==> src/hdl/dpsv_pkg.sv <==
`timescale 1ns / 1ps
// ----------------------------------------------------------------------------
// dpsv_pkg
// Shared types and constants for the decaying band-limited square voice.
// ----------------------------------------------------------------------------
package dpsv_pkg;

  // fixed-point constants
  localparam logic [15:0] FADE_RESET     = 16'd45875;   // 0.7 in Q0.16
  localparam logic [17:0] BEND_ONE       = 18'd65536;   // 1.0 in Q2.16
  localparam logic [31:0] HALF_CYCLE     = 32'h8000_0000;
  localparam logic [31:0] LOW_FREQ_LIMIT = 32'd21475;   // 0.16 Hz at 32 kHz
  localparam logic [15:0] GAIN_Q16       = 16'd52429;   // 0.8 in Q0.16
  localparam logic [17:0] UNIT_Q14       = 18'd16384;   // 1.0 in Q4.14
  localparam logic [16:0] ONE_Q16        = 17'd65536;

  // shared multiplier operand widths
  localparam int MUL_A_W = 34;
  localparam int MUL_B_W = 18;
  localparam int MUL_P_W = MUL_A_W + MUL_B_W;

  // edge divider quotient width
  localparam int DIV_Q_W = 16;

  // configuration address map
  localparam int          CFG_ADDR_W    = 3;
  localparam logic        REG_FADE_IDX  = 1'b0;

  // input actions
  localparam logic ACT_TICK    = 1'b0;
  localparam logic ACT_TRIGGER = 1'b1;

  typedef struct packed {
    logic        action;
    logic [16:0] amplitude;
    logic [31:0] frequency;
    logic [17:0] bend;
  } dpsv_in_t;

  typedef struct packed {
    logic signed [15:0] left_sample;
    logic signed [15:0] right_sample;
  } dpsv_out_t;

  // divider result back to the sequencer
  typedef struct packed {
    logic               done;
    logic [DIV_Q_W-1:0] quo;
  } dpsv_div_res_t;

  typedef enum logic [3:0] {
    ST_IDLE,
    ST_AMP_MUL,
    ST_AMP_WB,
    ST_FREQ_MUL,
    ST_FREQ_WB,
    ST_EDGE,
    ST_DIV,
    ST_SQ_MUL,
    ST_SQ_WB,
    ST_MAG_MUL,
    ST_GAIN_MUL,
    ST_GAIN_WB,
    ST_DONE
  } dpsv_state_t;

endpackage

==> src/hdl/dpsv_mul.sv <==
`timescale 1ns / 1ps
// ----------------------------------------------------------------------------
// dpsv_mul
// Shared unsigned multiplier with a registered product.
// ----------------------------------------------------------------------------
module dpsv_mul (
  input  logic                         clk,
  input  logic [dpsv_pkg::MUL_A_W-1:0] a,
  input  logic [dpsv_pkg::MUL_B_W-1:0] b,
  output logic [dpsv_pkg::MUL_P_W-1:0] p
);

  logic [dpsv_pkg::MUL_P_W-1:0] p_r;
  logic [dpsv_pkg::MUL_P_W-1:0] p_nxt;

  // product of the operands the sequencer presents
  assign p_nxt = {{dpsv_pkg::MUL_B_W{1'b0}}, a} * {{dpsv_pkg::MUL_A_W{1'b0}}, b};

  always_ff @(posedge clk) begin
    p_r <= p_nxt;
  end

  assign p = p_r;

endmodule

==> src/hdl/dpsv_div.sv <==
`timescale 1ns / 1ps
// ----------------------------------------------------------------------------
// dpsv_div
// Restoring divider, one quotient bit per cycle: (num << 16) / den, num < den.
// ----------------------------------------------------------------------------
module dpsv_div (
  input  logic                    clk,
  input  logic                    rst_n,
  input  logic                    start,
  input  logic [31:0]             num,
  input  logic [31:0]             den,
  output dpsv_pkg::dpsv_div_res_t res
);

  logic [31:0]                    rem_r, rem_nxt;
  logic [31:0]                    den_r, den_nxt;
  logic [dpsv_pkg::DIV_Q_W-1:0]   quo_r, quo_nxt;
  logic [4:0]                     cnt_r, cnt_nxt;
  logic                           done_r, done_nxt;
  logic [32:0]                    rem2;
  logic [32:0]                    diff;
  logic                           ge;

  // one trial subtraction per step
  always_comb begin
    rem2     = {rem_r, 1'b0};
    diff     = rem2 - {1'b0, den_r};
    ge       = (rem2 >= {1'b0, den_r});
    rem_nxt  = rem_r;
    den_nxt  = den_r;
    quo_nxt  = quo_r;
    cnt_nxt  = cnt_r;
    done_nxt = 1'b0;
    if (start) begin
      rem_nxt = num;
      den_nxt = den;
      quo_nxt = '0;
      cnt_nxt = 5'(dpsv_pkg::DIV_Q_W);
    end else if (cnt_r != 5'd0) begin
      rem_nxt  = ge ? diff[31:0] : rem2[31:0];
      quo_nxt  = {quo_r[dpsv_pkg::DIV_Q_W-2:0], ge};
      cnt_nxt  = cnt_r - 5'd1;
      done_nxt = (cnt_r == 5'd1);
    end
  end

  always_ff @(posedge clk) begin
    if (!rst_n) begin
      cnt_r  <= 5'd0;
      done_r <= 1'b0;
    end else begin
      cnt_r  <= cnt_nxt;
      done_r <= done_nxt;
    end
  end

  always_ff @(posedge clk) begin
    rem_r <= rem_nxt;
    den_r <= den_nxt;
    quo_r <= quo_nxt;
  end

  assign res.done = done_r;
  assign res.quo  = quo_r;

endmodule

==> src/hdl/decaying_polyblep_square_voice_top.sv <==
`timescale 1ns / 1ps
// ----------------------------------------------------------------------------
// decaying_polyblep_square_voice_top
// One band-limited square voice with amplitude fade and frequency glide.
// ----------------------------------------------------------------------------
// A trigger transfer loads amplitude, frequency and bend together and
// gives no result. A tick transfer runs a sequencer over one shared
// multiplier and a bit-serial divider: fade and bend multiplies, phase
// advance, then for each of the two square edges that lies within one
// increment of the phase a division and a squaring, then the gain
// multiplies, plus any wait for a stalled result to leave. in_stall is
// high throughout, so the next transfer follows only once the tick's
// result is in the output register. The result waits there, and a new
// transfer is taken while it waits. fade_factor sits at byte address 0
// of the APB port.
// ----------------------------------------------------------------------------
module decaying_polyblep_square_voice_top (
  input  logic                                clk,
  input  logic                                rst_n,
  // input channel
  input  logic                                in_valid,
  output logic                                in_stall,
  input  dpsv_pkg::dpsv_in_t                  in_data,
  // result channel
  output logic                                out_valid,
  input  logic                                out_stall,
  output dpsv_pkg::dpsv_out_t                 out_data,
  // configuration port
  input  logic                                psel,
  input  logic                                penable,
  input  logic                                pwrite,
  input  logic [dpsv_pkg::CFG_ADDR_W-1:0]     paddr,
  input  logic [31:0]                         pwdata,
  output logic [31:0]                         prdata,
  output logic                                pready
);

  dpsv_pkg::dpsv_state_t           state_r, state_nxt;

  logic [15:0]                     fade_r, fade_nxt;
  logic [31:0]                     phase_r, phase_nxt;
  logic [31:0]                     freq_r, freq_nxt;
  logic [16:0]                     amp_r, amp_nxt;
  logic [17:0]                     bend_r, bend_nxt;
  logic signed [17:0]              s_r, s_nxt;
  logic                            e_r, e_nxt;
  logic                            neg_r, neg_nxt;
  logic [15:0]                     sample_r, sample_nxt;
  logic                            out_valid_r, out_valid_nxt;
  logic [15:0]                     out_r, out_nxt;

  logic [dpsv_pkg::MUL_A_W-1:0]    mul_a;
  logic [dpsv_pkg::MUL_B_W-1:0]    mul_b;
  logic [dpsv_pkg::MUL_P_W-1:0]    mul_p;

  logic                            div_start;
  logic [31:0]                     div_num;
  dpsv_pkg::dpsv_div_res_t         div_res;

  logic                            in_xfer;
  logic                            cfg_wr;
  logic                            out_free;
  logic [33:0]                     freq_prod;
  logic [31:0]                     freq_new;
  logic [31:0]                     edge_x;
  logic [32:0]                     edge_sum;
  logic                            edge_rise;
  logic                            edge_fall;
  logic [16:0]                     sq_in;
  logic [15:0]                     sq;
  logic signed [17:0]              sq_ext;
  logic signed [17:0]              s_neg;
  logic [16:0]                     mag;
  logic [49:0]                     rnd;
  logic [17:0]                     res;
  logic [17:0]                     res_neg;

  // shared arithmetic
  dpsv_mul u_mul (
    .clk (clk),
    .a   (mul_a),
    .b   (mul_b),
    .p   (mul_p)
  );

  dpsv_div u_div (
    .clk   (clk),
    .rst_n (rst_n),
    .start (div_start),
    .num   (div_num),
    .den   (freq_r),
    .res   (div_res)
  );

  // handshakes
  assign in_stall  = (state_r != dpsv_pkg::ST_IDLE);
  assign in_xfer   = in_valid && !in_stall;
  assign out_free  = !out_valid_r || !out_stall;
  assign cfg_wr    = psel && penable && pwrite && pready;
  assign pready    = 1'b1;
  assign prdata    = (paddr[2] == dpsv_pkg::REG_FADE_IDX) ? {16'd0, fade_r} : 32'd0;

  // edge tests for the current edge: the other edge lies half the phase range on
  assign edge_x    = phase_r ^ dpsv_pkg::HALF_CYCLE & {e_r, 31'd0};
  assign edge_sum  = {1'b0, edge_x} + {1'b0, freq_r};
  assign edge_rise = (edge_x < freq_r);
  assign edge_fall = edge_sum[32] && (edge_sum[31:0] != 32'd0);
  assign div_num   = edge_rise ? edge_x : edge_sum[31:0];

  // bend applied to frequency, saturated just below one cycle per sample
  assign freq_prod = mul_p[49:16];
  assign freq_new  = (freq_prod[33:32] != 2'b00) ? 32'hFFFF_FFFF : freq_prod[31:0];

  // edge correction squaring and accumulation
  assign sq_in  = neg_r ? (dpsv_pkg::ONE_Q16 - {1'b0, div_res.quo}) : {1'b0, div_res.quo};
  assign sq     = mul_p[33:18];
  assign sq_ext = $signed({2'b00, sq});

  // magnitude and rounded gain
  assign s_neg   = -s_r;
  assign mag     = s_r[17] ? s_neg[16:0] : s_r[16:0];
  assign rnd     = mul_p[49:0] + 50'h0_8000_0000;
  assign res     = rnd[49:32];
  assign res_neg = 18'd0 - res;

  // multiplier operand selection
  always_comb begin
    mul_a = '0;
    mul_b = '0;
    case (state_r)
      dpsv_pkg::ST_AMP_MUL: begin
        mul_a = {17'd0, amp_r};
        mul_b = {2'd0, fade_r};
      end
      dpsv_pkg::ST_FREQ_MUL: begin
        mul_a = {2'd0, freq_r};
        mul_b = bend_r;
      end
      dpsv_pkg::ST_SQ_MUL: begin
        mul_a = {17'd0, sq_in};
        mul_b = {1'b0, sq_in};
      end
      dpsv_pkg::ST_MAG_MUL: begin
        mul_a = {17'd0, mag};
        mul_b = {1'b0, amp_r};
      end
      dpsv_pkg::ST_GAIN_MUL: begin
        mul_a = mul_p[33:0];
        mul_b = {2'd0, dpsv_pkg::GAIN_Q16};
      end
      default: begin
        mul_a = '0;
        mul_b = '0;
      end
    endcase
  end

  // sequencer next state and datapath updates
  always_comb begin
    state_nxt     = state_r;
    fade_nxt      = fade_r;
    phase_nxt     = phase_r;
    freq_nxt      = freq_r;
    amp_nxt       = amp_r;
    bend_nxt      = bend_r;
    s_nxt         = s_r;
    e_nxt         = e_r;
    neg_nxt       = neg_r;
    sample_nxt    = sample_r;
    out_valid_nxt = out_valid_r;
    out_nxt       = out_r;
    div_start     = 1'b0;

    // result register drains independently of the sequencer
    if (out_valid_r && !out_stall) begin
      out_valid_nxt = 1'b0;
    end

    if (cfg_wr && (paddr[2] == dpsv_pkg::REG_FADE_IDX)) begin
      fade_nxt = pwdata[15:0];
    end

    case (state_r)
      dpsv_pkg::ST_IDLE: begin
        if (in_xfer) begin
          if (in_data.action == dpsv_pkg::ACT_TRIGGER) begin
            amp_nxt  = in_data.amplitude;
            freq_nxt = in_data.frequency;
            bend_nxt = in_data.bend;
          end else begin
            state_nxt = dpsv_pkg::ST_AMP_MUL;
          end
        end
      end
      dpsv_pkg::ST_AMP_MUL: begin
        state_nxt = dpsv_pkg::ST_AMP_WB;
      end
      dpsv_pkg::ST_AMP_WB: begin
        amp_nxt   = mul_p[32:16];
        state_nxt = dpsv_pkg::ST_FREQ_MUL;
      end
      dpsv_pkg::ST_FREQ_MUL: begin
        state_nxt = dpsv_pkg::ST_FREQ_WB;
      end
      dpsv_pkg::ST_FREQ_WB: begin
        // glide limits, phase advance and square level
        freq_nxt = freq_new;
        if ((freq_new > dpsv_pkg::HALF_CYCLE) && (bend_r > dpsv_pkg::BEND_ONE)) begin
          bend_nxt = dpsv_pkg::BEND_ONE;
        end
        if ((freq_new < dpsv_pkg::LOW_FREQ_LIMIT) && (bend_r < dpsv_pkg::BEND_ONE)) begin
          bend_nxt = dpsv_pkg::BEND_ONE;
        end
        phase_nxt = phase_r + freq_new;
        s_nxt     = phase_nxt[31] ? -$signed(dpsv_pkg::UNIT_Q14)
                                  : $signed(dpsv_pkg::UNIT_Q14);
        e_nxt     = 1'b0;
        state_nxt = dpsv_pkg::ST_EDGE;
      end
      dpsv_pkg::ST_EDGE: begin
        if (edge_rise || edge_fall) begin
          neg_nxt   = edge_rise;
          div_start = 1'b1;
          state_nxt = dpsv_pkg::ST_DIV;
        end else if (e_r) begin
          state_nxt = dpsv_pkg::ST_MAG_MUL;
        end else begin
          e_nxt = 1'b1;
        end
      end
      dpsv_pkg::ST_DIV: begin
        if (div_res.done) begin
          state_nxt = dpsv_pkg::ST_SQ_MUL;
        end
      end
      dpsv_pkg::ST_SQ_MUL: begin
        state_nxt = dpsv_pkg::ST_SQ_WB;
      end
      dpsv_pkg::ST_SQ_WB: begin
        // rising side correction is negative; on the half-period edge (e_r set) the sign is inverted
        if (neg_r ^ e_r) begin
          s_nxt = s_r - sq_ext;
        end else begin
          s_nxt = s_r + sq_ext;
        end
        if (e_r) begin
          state_nxt = dpsv_pkg::ST_MAG_MUL;
        end else begin
          e_nxt     = 1'b1;
          state_nxt = dpsv_pkg::ST_EDGE;
        end
      end
      dpsv_pkg::ST_MAG_MUL: begin
        state_nxt = dpsv_pkg::ST_GAIN_MUL;
      end
      dpsv_pkg::ST_GAIN_MUL: begin
        state_nxt = dpsv_pkg::ST_GAIN_WB;
      end
      dpsv_pkg::ST_GAIN_WB: begin
        // sign restore with saturation
        if (s_r[17]) begin
          sample_nxt = (res > 18'd32768) ? 16'h8000 : res_neg[15:0];
        end else begin
          sample_nxt = (res > 18'd32767) ? 16'h7FFF : res[15:0];
        end
        state_nxt = dpsv_pkg::ST_DONE;
      end
      dpsv_pkg::ST_DONE: begin
        if (out_free) begin
          out_nxt       = sample_r;
          out_valid_nxt = 1'b1;
          state_nxt     = dpsv_pkg::ST_IDLE;
        end
      end
      default: begin
        state_nxt = dpsv_pkg::ST_IDLE;
      end
    endcase
  end

  // control and voice state
  always_ff @(posedge clk) begin
    if (!rst_n) begin
      state_r     <= dpsv_pkg::ST_IDLE;
      fade_r      <= dpsv_pkg::FADE_RESET;
      phase_r     <= 32'd0;
      freq_r      <= 32'd0;
      amp_r       <= 17'd0;
      bend_r      <= dpsv_pkg::BEND_ONE;
      out_valid_r <= 1'b0;
    end else begin
      state_r     <= state_nxt;
      fade_r      <= fade_nxt;
      phase_r     <= phase_nxt;
      freq_r      <= freq_nxt;
      amp_r       <= amp_nxt;
      bend_r      <= bend_nxt;
      out_valid_r <= out_valid_nxt;
    end
  end

  // working registers
  always_ff @(posedge clk) begin
    s_r      <= s_nxt;
    e_r      <= e_nxt;
    neg_r    <= neg_nxt;
    sample_r <= sample_nxt;
    out_r    <= out_nxt;
  end

  assign out_valid             = out_valid_r;
  assign out_data.left_sample  = $signed(out_r);
  assign out_data.right_sample = $signed(out_r);

endmodule
==> config.mk <==
export PLATFORM = sky130hd
export DESIGN_NAME = decaying_polyblep_square_voice_top
export DESIGN_NICKNAME = d
export VERILOG_FILES = /design/src/hdl/dpsv_pkg.sv /design/src/hdl/dpsv_mul.sv /design/src/hdl/dpsv_div.sv /design/src/hdl/decaying_polyblep_square_voice_top.sv
export SDC_FILE = /design/constraint.sdc
export NUM_CORES = 2
export LEC_CHECK = 0
export BUFFER_PORTS_ARGS = -buffer_cell sky130_fd_sc_hd__buf_2
export CORE_UTILIZATION = 45
export CTS_BUF_LIST = sky130_fd_sc_hd__clkbuf_8
export CTS_CLUSTER_SIZE = 8
export DETAILED_ROUTE_END_ITERATION = 8
export SYNTH_ARGS = -nofsm -noshare
export SYNTH_HDL_FRONTEND = slang
export SYNTH_HIERARCHICAL = 1
export SYNTH_SLANG_ARGS = --single-unit
==> constraint.sdc <==
create_clock -name clk -period 15.3 [get_ports clk]
set_clock_uncertainty 0.15 [all_clocks]
set_input_delay 4.59 -clock clk [delete_from_list [all_inputs] [get_ports clk]]
set_output_delay 4.59 -clock clk [all_outputs]
set_load 0.05 [all_outputs]
* Word level (Yosys, flattened, before mapping) *
Index checks and enable logic that the tools add are counted.

storage, ports and cells
  flip-flop bits (word level) = 308
  bits of input ports = 110
  output and inout bits = 67
  word-level logic and storage cells = 140

operators by class
  add/sub/neg operators = 10
  multipliers = 1
  $lt $le $gt $ge = 8
  equality and inequality tests = 21
  multiplexer cells = 44
  bitwise operators = 5
  reduce and logical (&&, ||, !) cells = 32

operators with widths
  cell                                                                    number
  32-bit two-way mux                                                      7
  34-bit case mux with 5 select lines                                     1
  18-bit two-way mux                                                      6
  18-bit case mux with 5 select lines                                     1
  18-bit case mux with 2 select lines                                     2
  17-bit two-way mux                                                      4
  16-bit two-way mux                                                      4
  32-bit case mux with 2 select lines                                     1
  4-bit case mux with 13 select lines                                     1
  50-bit by 32-bit adder with 50-bit output, second input constant        1
  34-bit by 18-bit multiplier with 50-bit output                          1
  17-bit case mux with 2 select lines                                     1
  32-bit by 32-bit adder with 33-bit output                               1
  33-bit by 32-bit greater-or-equal comparator with 1-bit output          1
  32-bit adder                                                            1
  32-bit > comparator, second input constant                              1
  32-bit by 15-bit < comparator with 1-bit output, second input constant  1
  32-bit < comparator                                                     1
  32-bit nonzero test                                                     1
  32-bit subtractor                                                       1
  32-bit bitwise XOR                                                      1
  4-bit two-way mux                                                       7
  4-bit equality test, second input constant                              5
  18-bit by 17-bit adder with 18-bit output                               1
  35 further kinds                                                        69

* Depth between registers and ports, before layout *
  depth in word-level cells = 8
  mapped depth = 32
  mapped depth without buffers = 30

* Modules after synthesis *
Netlist, hierarchy kept.

modules (own cells, without submodules)
  module                              times used  cells each  area each (µm²)  seq. area each (µm²)
  dpsv_mul                            1           2,297       20,324.5         1,041.0
  decaying_polyblep_square_voice_top  1           2,039       15,830.2         3,963.8
  dpsv_div                            1           574         5,421.4          2,362.3

* Least setup slack after synthesis *
OpenSTA, ideal clock, no wires.

  path kind = input port to output port
  start point = in paddr[2] in the netlist's numbering
  end point = out prdata[10]
  arrival time = 5.487 ns
  data required time = 10.560 ns
  slack = 5.073 ns
  cell stages on the path = 2
  buffers on the path = 1
  path through = clkbuf_1 nor2b_1

on the way
  longest elaborated chain between the ends = 1

RTL lines
  item                RTL line                                   RTL
  from (decl)         decaying_polyblep_square_voice_top.sv:32   input logic [dpsv_pkg::CFG_ADDR_W-1:0] paddr,
  16-bit two-way mux  decaying_polyblep_square_voice_top.sv:101  assign prdata = (paddr[2] == dpsv_pkg::REG_FADE_IDX) ? {16'd0, fade_r} : 32'd0;
  to (decl)           decaying_polyblep_square_voice_top.sv:34   output logic [31:0] prdata,

Every way passes these cells.

* Final worst setup path *
  start point = in paddr[2] in the netlist's numbering
  end point = out prdata[14]

Same word-level chain as after synthesis.

==> results.tsv <==
metric	value	unit
fin_crit	9950	ps
regToRegStartpoint	u_div/quo_r[5]$_SDFFE_PP0P_	
finalSetupTns	0	ps
cts_resized	0	
p_per_area	115	nW/um^2
drv_cap	0	
drt_iter0_markers	2468	
startpoint_type	primary input	
clock.fmax	100	MHz
layout_common_cells	inv_1 (742), nand2_1 (674), fa_1 (515), ha_1 (276), and2_1 (264)	
timing.final.crit_share	0.651	
slew-limit-headroom	0.237	
rows	110	
multi_input_area	30200	sq um
hold_buffers	0	
slew_violations	0	
outcome	complete, no violations	
r2r_slack	5900	ps
holdPathStages	0	
holdWs	265	ps
hp-class	register to register	
numCtsBuffers	52	
chipHeight	305	um
fin_nets	5774	
finalWirelength	123000	um
hold_viol_final	0	
max_slew.worst_pin.slew	1140	ps
regArea	7330	sq um
cts_buffer_depth	3	
grt_pass1_wl	194000	um
io_pins	177	
wl_per_cell	20.2	um
grt_overflow	0	
gr-usage-all-layers	0.264	
layout-drive-gt1-share	0.0765	
post_cts_buffers	0	
r2r-end	u_mul/p[47]$_DFF_P_	
gp_congestion	0.941	
antenna_found_initial	3	
clk_pin_slew	60	ps
fillers	8847	
path_max_fanout	18	
cp.arrival	5210	ps
htree_num_levels	2	
ant_nets	0	
drcViolationCount	0	
cts_sinks	308	
drtPass1Iterations	9	
cts_tree	done	
viasPerCell	5.57	
p_leak	21.2	nW
root_buffer	clkbuf_8	
crit_type	primary input to primary output	
reg2regPathDepth	25	
ys.warnings.count	6	
die_x	305	um
syn_to_final_growth	6.28	%
grt_pass1_vias	34471	
syn_area	41400	sq um
num_vias	33954	
cp-end-kind	primary output	
grt_setup_unrepaired	false	
clk_latency	700	ps
min_from	sample_r[0]$_DFFE_PP_	
layout_commonest_cell	inv_1	
io_buffers	141	
setup_violations	0	
dieArea	93100	sq um
grt_max_degree	100	
syn_avg_cell_area	8.46	sq um
syn-instance-count	4886	
ir_worst_vdd	106	uV
place_hpwl	93800	um
hold_end	out_r[0]$_DFFE_PP_	
initial_core_util	0.457	
core	90600	sq um
cp.required	10560	ps
per-layer routing:
| layer | vias to the layer above | global-route usage | part of all wire |
|---|---|---|---|
| met1 | 16887 | 0.353 | 0.44 |
| met3 | 231 | 0.0276 | 0.053 |
| li1 | 15842 | - | - |
| met5 | - | 0 | 0 |
| met2 | 994 | 0.443 | 0.47 |
| met4 | 0 | 0.0942 | 0.037 |
worst max path at each step:
stage	start	to	slack (ps)	cells past startpoint
after global placement	paddr[2]	prdata[2]	5380	3
final	paddr[2]	prdata[14]	5350	3
after floorplan	paddr[2]	prdata[10]	5070	2
after global routing	paddr[2]	prdata[14]	5290	3
after detailed placement	paddr[2]	prdata[14]	5350	3
after CTS	paddr[2]	prdata[14]	5350	3
through the flow:
| stage | setup WS (ps) | cells | cell area [sq um] | utilization | power (W) |
|---|---|---|---|---|---|
| floorplan | 5070 | 4901 | 41400 | - | 0.00344 |
| global placement | 5380 | 5995 | 42900 | 0.474 | 0.00423 |
| detailed placement | 5350 | 5995 | 42900 | 0.474 | 0.00426 |
| CTS | 5350 | 6090 | 43900 | 0.485 | 0.00505 |
| global route | 5290 | 6093 | 44000 | 0.485 | 0.00544 |
| finish | 5350 | 6093 | 44000 | 0.485 | 0.00506 |
sequential cells by signal, indices dropped and copies added (netlist names):
signal	cells
amp_r	17
bend_r	18
e_r	1
fade_r	16
freq_r	32
neg_r	1
out_r	16
out_valid	1
phase_r	32
s_r	18
sample_r	16
state_r	4
u_div/cnt_r	5
u_div/den_r	32
u_div/done_r	1
u_div/quo_r	16
u_div/rem_r	32
u_mul/p	50
cell type report:
type / instances / share of cell area
inverters: 724 / 0.0618
diodes: 3 / 0.000171
clock inverters: 33 / 0.00481
flip-flops and latches: 308 / 0.167
clock buffers: 62 / 0.0194
repair buffers: 203 / 0.0267
well taps: 1176 / 0.0335
multi-input cells: 3584 / 0.687
power by group:
group	total (W)	switching [W]	internal, W
Combinational	0.00289	0.00181	0.00109
Sequential	0.00139	0.000279	0.00111
Clock	0.000773	0.000369	0.000404
critical path, cell delays in order:
cell and delay, ps:
buf_2 190, nor2b_1 150, buf_2 280
Power figures use the tool's default switching activity.
